`src/design/fdf_pkg.sv`:
```
// shared types and constants for the direct-form fir filter
package fdf_pkg;

  localparam int ACC_W = 64;

  localparam logic CMD_LOAD   = 1'b0;
  localparam logic CMD_SAMPLE = 1'b1;

  typedef struct packed {
    logic clr_step;
    logic coef_load;
    logic push;
    logic issue;
    logic out_load;
  } ctrl_cmd_t;

  typedef struct packed {
    logic clr_last;
    logic taps_zero;
    logic tap_last;
    logic pipe_empty;
    logic out_free;
  } dp_status_t;

endpackage

```
`src/design/fdf_ctrl.sv`:
```
// controller state machine sequencing clear, load, multiply-accumulate and output
module fdf_ctrl import fdf_pkg::*; (
  input  logic       clk,
  input  logic       rst_n,
  input  logic       in_valid,
  input  logic       in_cmd,
  output logic       in_ready,
  input  dp_status_t status,
  output ctrl_cmd_t  cmd
);

  typedef enum logic [4:0] {
    ST_CLEAR = 5'b00001,
    ST_IDLE  = 5'b00010,
    ST_MAC   = 5'b00100,
    ST_DRAIN = 5'b01000,
    ST_OUT   = 5'b10000
  } state_t;

  state_t state_r;
  state_t state_nxt;
  logic   accept;

  assign in_ready = (state_r == ST_IDLE);
  assign accept   = in_valid && in_ready;

  always_comb begin
    cmd.clr_step  = (state_r == ST_CLEAR);
    cmd.coef_load = accept && (in_cmd == CMD_LOAD);
    cmd.push      = accept && (in_cmd == CMD_SAMPLE);
    cmd.issue     = (state_r == ST_MAC);
    cmd.out_load  = (state_r == ST_OUT) && status.out_free;
  end

  always_comb begin
    state_nxt = state_r;
    unique case (state_r)
      ST_CLEAR: begin
        if (status.clr_last) state_nxt = ST_IDLE;
      end
      ST_IDLE: begin
        if (cmd.push) state_nxt = status.taps_zero ? ST_DRAIN : ST_MAC;
      end
      ST_MAC: begin
        if (status.tap_last) state_nxt = ST_DRAIN;
      end
      ST_DRAIN: begin
        if (status.pipe_empty) state_nxt = ST_OUT;
      end
      ST_OUT: begin
        if (status.out_free) state_nxt = ST_IDLE;
      end
      default: state_nxt = ST_IDLE;
    endcase
  end

  always_ff @(posedge clk) begin
    if (!rst_n) begin
      state_r <= ST_CLEAR;
    end else begin
      state_r <= state_nxt;
    end
  end

endmodule

```
`config.mk`:
```
export PLATFORM = sky130hd
export DESIGN_NAME = fdf_ctrl
export DESIGN_NICKNAME = d
export VERILOG_FILES = /design/src/design/fdf_pkg.sv /design/src/design/fdf_ctrl.sv
export SDC_FILE = /design/constraint.sdc
export NUM_CORES = 1
export LEC_CHECK = 0
export BUFFER_PORTS_ARGS = -buffer_cell sky130_fd_sc_hd__buf_4
export CORE_AREA = 2 2 39 41
export CTS_CLUSTER_DIAMETER = 150
export DETAILED_ROUTE_END_ITERATION = 8
export DIE_AREA = 0 0 41 43
export PLACE_DENSITY_LB_ADDON = 0.08
export SYNTH_ARGS = -nofsm -noshare
export SYNTH_HDL_FRONTEND = slang
export SYNTH_SLANG_ARGS = --single-unit
```
`constraint.sdc`:
```
create_clock -name clk -period 1.6 [get_ports clk]
set_input_delay 0.16 -clock clk [delete_from_list [all_inputs] [get_ports clk]]
set_output_delay 0.16 -clock clk [all_outputs]
set_load 0.01 [all_outputs]
```
== Word level (Yosys, flattened, before mapping) ==
Index checks and enable logic that the tools add are counted.

* Reductions and logical operators: 5
* Bitwise operators: 1
* Equality and inequality tests: 10
* Muxes and demuxes: 7

{| class="wikitable"
|+ Operators with widths
! kind !! number
|-
| $mux 5 || 5
|-
| $pmux 5 s5 || 1
|-
| $ne 2x2->1 const B || 4
|-
| $eq 5x1->1 const B || 1
|-
| $eq 5x2->1 const B || 1
|-
| $eq 5x3->1 const B || 1
|-
| $eq 5x4->1 const B || 1
|-
| $eq 5x5->1 const B || 1
|-
| $reduce_and 5->1 || 1
|-
| $logic_and 1x1->1 || 4
|-
| $mux 4 || 1
|-
| $ne 2x1->1 const B || 1
|-
| $not 1->1 || 1
|}

* Logic and storage cells: 24
* Input port bits: 9
* Output and inout port bits: 6
* Bits in registers: 5

== Logic depth before layout (Yosys ltp) ==
* Word-level depth: 5
* Mapped depth: 5
* Depth with buffers taken out: 4

== Worst setup path before layout ==
No wires, ideal clock.

* Path type: flip-flop to flip-flop
* From: register state_r[1]
* To: register state_r[3]
* Data arrival time: 1,150 ps
* Setup time: 88 ps
* Required time: 1,512 ps
* Stages on the path, launching flop included: 6
* Path slack: 362 ps
* Period minus slack after synthesis: 1,238 ps
* Path buffers: 1
* Cell sequence: dfxtp_1 buf_6 nor3_1 o21ai_1 and3_1 a311oi_2

* Cells in the longest elaborated chain, start to end: 5
* Elaborated cells between the ends (all ways): 14
* Classes of those cells: eq/ne (10); mux (1); reduce/logical (3)

{| class="wikitable"
|+ Ends and longest elaborated chain
! item !! line !! text
|-
| start, declared || fdf_ctrl.sv:20 || <nowiki>state_t state_r;</nowiki>
|-
| start signal, assigned || fdf_ctrl.sv:61 || <nowiki>state_r <= state_nxt;</nowiki>
|-
| $eq 5x2->1 || fdf_ctrl.sv:24, fdf_ctrl.sv:37 ||
|-
| $logic_and 1x1->1 || fdf_ctrl.sv:25 || <nowiki>assign accept = in_valid && in_ready;</nowiki>
|-
| $logic_and 1x1->1 || fdf_ctrl.sv:30 || <nowiki>cmd.push = accept && (in_cmd == CMD_SAMPLE);</nowiki>
|-
| $ne 2x1->1 (no line) || n/a ||
|-
| $reduce_and 5->1 (no line) || n/a ||
|}

Parallel ways exist; a longest one is shown, timed or not.
A chain may end at the register's enable or synchronous reset.

==> impl_results.md <==
* WP data required at 1.44 ns
* Synthesized area per cell at approximately 8.4 sq um
* Layout fillers at 150
* Final standard cell count with taps included and fillers excluded at between 70 and 80
* Critical Path Start Type: flop
* Setup slack at placement at 0.2105 ns
* Register bank with the most flops: state_r
* CTS tree: done
* Final worst-path setup slack at 0.06449 ns
* Maximum VDD drop at between 0.2 and 0.3 mV
* Maximum number of pins on one net before global-route repair at 10
* Number of antenna violations at the first check in global routing at 0
* H-tree depth reported by CTS at 1
* Initial Utilization at between 20% and 30%
* Vias in the first global route at about 380
* Count of buffers from port buffering at 14
* Critical Setup Path Class: flop to primary output
* Reg clk slew, reported paths at roughly 0.05 ns
* Post-detailed-routing wire length at between 900 and 1000 microns
* Final worst-path cycle share at 95.97%
* Data arrival time of the critical path at around 1.4 ns
* Hold-fix buffers, CTS at 0
* Critical Path End Type: primary output
* Relative max-transition margin at 81.65%
* Actual slew at the worst max-slew pin at about 0.27 ns
* Top Ports at 15
* Count of final max-slew check failures at 0
* Area of the die at ~1800 sq um
* Layout cell share with drive strength beyond 1 at 39.34%
* Number of distinct standard cells referenced by the synthesized netlist at 26
* Max FFs per register at 5
* Worst skew pair latency at 0.25 ns
* Setup repair after global routing missed its margin: false
* Worst hold slack after final layout at slightly above 0.08 ns
* Clock buffer count from CTS at 3
* Area of the core region at around 1400 sq um
* Worst path cell trace: nor3_4 -> nand3b_1 -> nor3b_2 -> buf_4
* Static leakage power at 0.2335 nW
* Final Skew at around 0.007 ns
* Post-DR wirelength/cell at approximately 12 microns
* Via count at around 400
* Cell at the slowest stage of the critical path: sky130_fd_sc_hd__dfxtp_2
* Estimated wirelength of the detail-placed design at approximately 700 microns
* Post-route cell area at between 500 and 600 sq um
* Floorplan row count at 14
* Commonest cells after routing, fill and taps aside: 15 x sky130_fd_sc_hd__buf_4, 6 x sky130_fd_sc_hd__nor2_1, 3 x sky130_fd_sc_hd__inv_1, 3 x sky130_fd_sc_hd__clkbuf_4, 3 x sky130_fd_sc_hd__dfxtp_1
* Final-stage net count at between 70 and 80
* Top flop regs: state_r: 5 flops
* Proportion of synthesized chip area in sequential cells at between 20 and 30%
* Antenna violation net count after detailed routing at 0
* Cell Count Post-Placement at 72
* Number of warnings issued by yosys at 0
* Worst hold path class: primary input to flop
* Largest stage delay on the critical path at between 0.3 and 0.4 ns
* Power density over the cells at approximately 840 nW/um^2
* Setup TNS Final at 0 ns
* Number of violations reported at the end of detailed-routing iteration 0 at 8
* Register area at about 100 sq um
* Area growth, synth to finish at 40.00%
* Run status: finished, final reports clean
* Commonest non-fill, non-tap cell in the layout: sky130_fd_sc_hd__buf_4
* Residual overflow from global routing at 0
* Maximum achievable frequency at between 600 and 700 MHz
* Diodes inserted at 0
* Number of remaining DRC errors at 0
* Die Height at 43 microns
* Number of clock sinks at 5
* Die X-Extent at roughly 41 microns
* Max FO, Critical Path at 9
* Total standard cell area after synthesis at 369.1 sq um
* Detail-routed via count per cell at ~5.1
* Cell count after synthesis at 44
* Area occupied by multi-input gates at approximately 240 sq um
* GR Util All Layers at roughly an eighth
* Buffer cell driving the clock tree root: sky130_fd_sc_hd__clkbuf_4
* First-pass GRT wire length at 1504 microns
* GP Congestion at roughly 0.74
* Kind of cell adding the most delay to the critical path: simple AND/OR/NAND/NOR gates
* CP bufs+invs at 1
* Hold Fails Final Rpt at 0
* Max-Cap Viols at 0
* Buffer depth of the longest clock path at 2
* Post-Synthesis Net Count at 53
* Placed cell areas at approximately 480 sq um
* Final setup viols at 0
* Final worst path period need at 1.536 ns
* Synthesized flop and latch total at 5
* Detailed-routing iteration count for the pre-antenna-repair pass at 5
==> kinds of logic after synthesis <==
kind of cell,after synthesis,synth area share [%]
AND/OR/NAND/NOR,24,43.73
AO/OA/AOI/OAI,9,18.64
flip-flops,5,27.12
buffers and inverters,5,8.136
XOR/XNOR,1,2.373
==> synth_stat cells <==
library cell,count,area (sq um)
sky130_fd_sc_hd__nand2_1,2,7.510
sky130_fd_sc_hd__and3b_1,2,17.52
sky130_fd_sc_hd__and3_1,1,6.260
sky130_fd_sc_hd__nand3b_1,2,15.01
sky130_fd_sc_hd__nand4b_1,2,17.52
sky130_fd_sc_hd__buf_4,1,7.510
sky130_fd_sc_hd__nand3_1,1,5.000
sky130_fd_sc_hd__xor2_1,1,8.760
sky130_fd_sc_hd__nor3_1,1,5.000
sky130_fd_sc_hd__nor3_4,1,16.27
sky130_fd_sc_hd__a21oi_1,2,10.01
sky130_fd_sc_hd__o21ai_0,1,5.000
sky130_fd_sc_hd__buf_6,1,11.26
sky130_fd_sc_hd__and4_1,1,8.760
sky130_fd_sc_hd__nor3b_2,1,12.51
sky130_fd_sc_hd__a41oi_1,1,8.760
sky130_fd_sc_hd__nand4_1,2,12.51
sky130_fd_sc_hd__o211ai_1,1,7.510
sky130_fd_sc_hd__dfxtp_1,5,100.1
sky130_fd_sc_hd__nor2_1,6,22.52
sky130_fd_sc_hd__o32a_1,1,10.01
sky130_fd_sc_hd__inv_1,3,11.26
sky130_fd_sc_hd__a311oi_2,1,15.01
sky130_fd_sc_hd__nor3b_1,2,15.01
sky130_fd_sc_hd__o21ai_1,1,5.000
sky130_fd_sc_hd__o21bai_1,1,7.510
==> layout make-up <==
class | instances | share of cell area [%]
well taps | 16 | 3.874
inverters | 3 | 2.179
clock buffers | 4 | 5.085
flip-flops and latches | 5 | 19.85
multi-input cells | 34 | 47.22
repair buffers | 15 | 21.79
==> stage by stage <==
stage / power (W) / utilization (%)
2_1_floorplan: 0.0002400 / -
3_3_place_gp: 0.0002780 / 34.36
6_report: 0.0004330 / 37.34
5_1_grt: 0.0004573 / 37.34
4_1_cts: 0.0004316 / 36.80
3_5_place_dp: 0.0002758 / 34.36
==> final timing paths <==
| path | depth (start not counted) | slack, ns | endpoint | start |
|---|---|---|---|---|
| max | 4 | 0.06 | cmd[3] | state_r[3] |
| max reg2reg | 5 | 0.13 | state_r[3] | state_r[3] |
| min reg2reg | 2 | 0.66 | state_r[1] | state_r[1] |
| min | 2 | 0.08 | state_r[0] | rst_n |
==> layer usage <==
layer | global-route usage, % | part of all wire [%] | up-vias
li1 | - | - | 199
met1 | 16.18 | 46 | 177
met3 | 1.571 | 5.0 | 3
met2 | 19.06 | 46 | 16
met5 | 0 | 0 | -
met4 | 10.00 | 2.8 | 0
==> where the power goes <==
part           internal [W]  switching [W]
registers          0.000137      0.0000248
logic             0.0000660      0.0000512
clock network     0.0000947      0.0000593
total              0.000298       0.000135
==> timing repair <==
| item | in CTS | in global routing |
|---|---|---|
| setup endpoints to repair | 1 | 1 |
| pin swaps | 0 | 1 |
| buffers inserted | 1 | 0 |
| resized for setup | 0 | 3 |
| endpoints found under the hold margin | 0 | 0 |
Note: power is estimated with default switching activity, not from simulation.
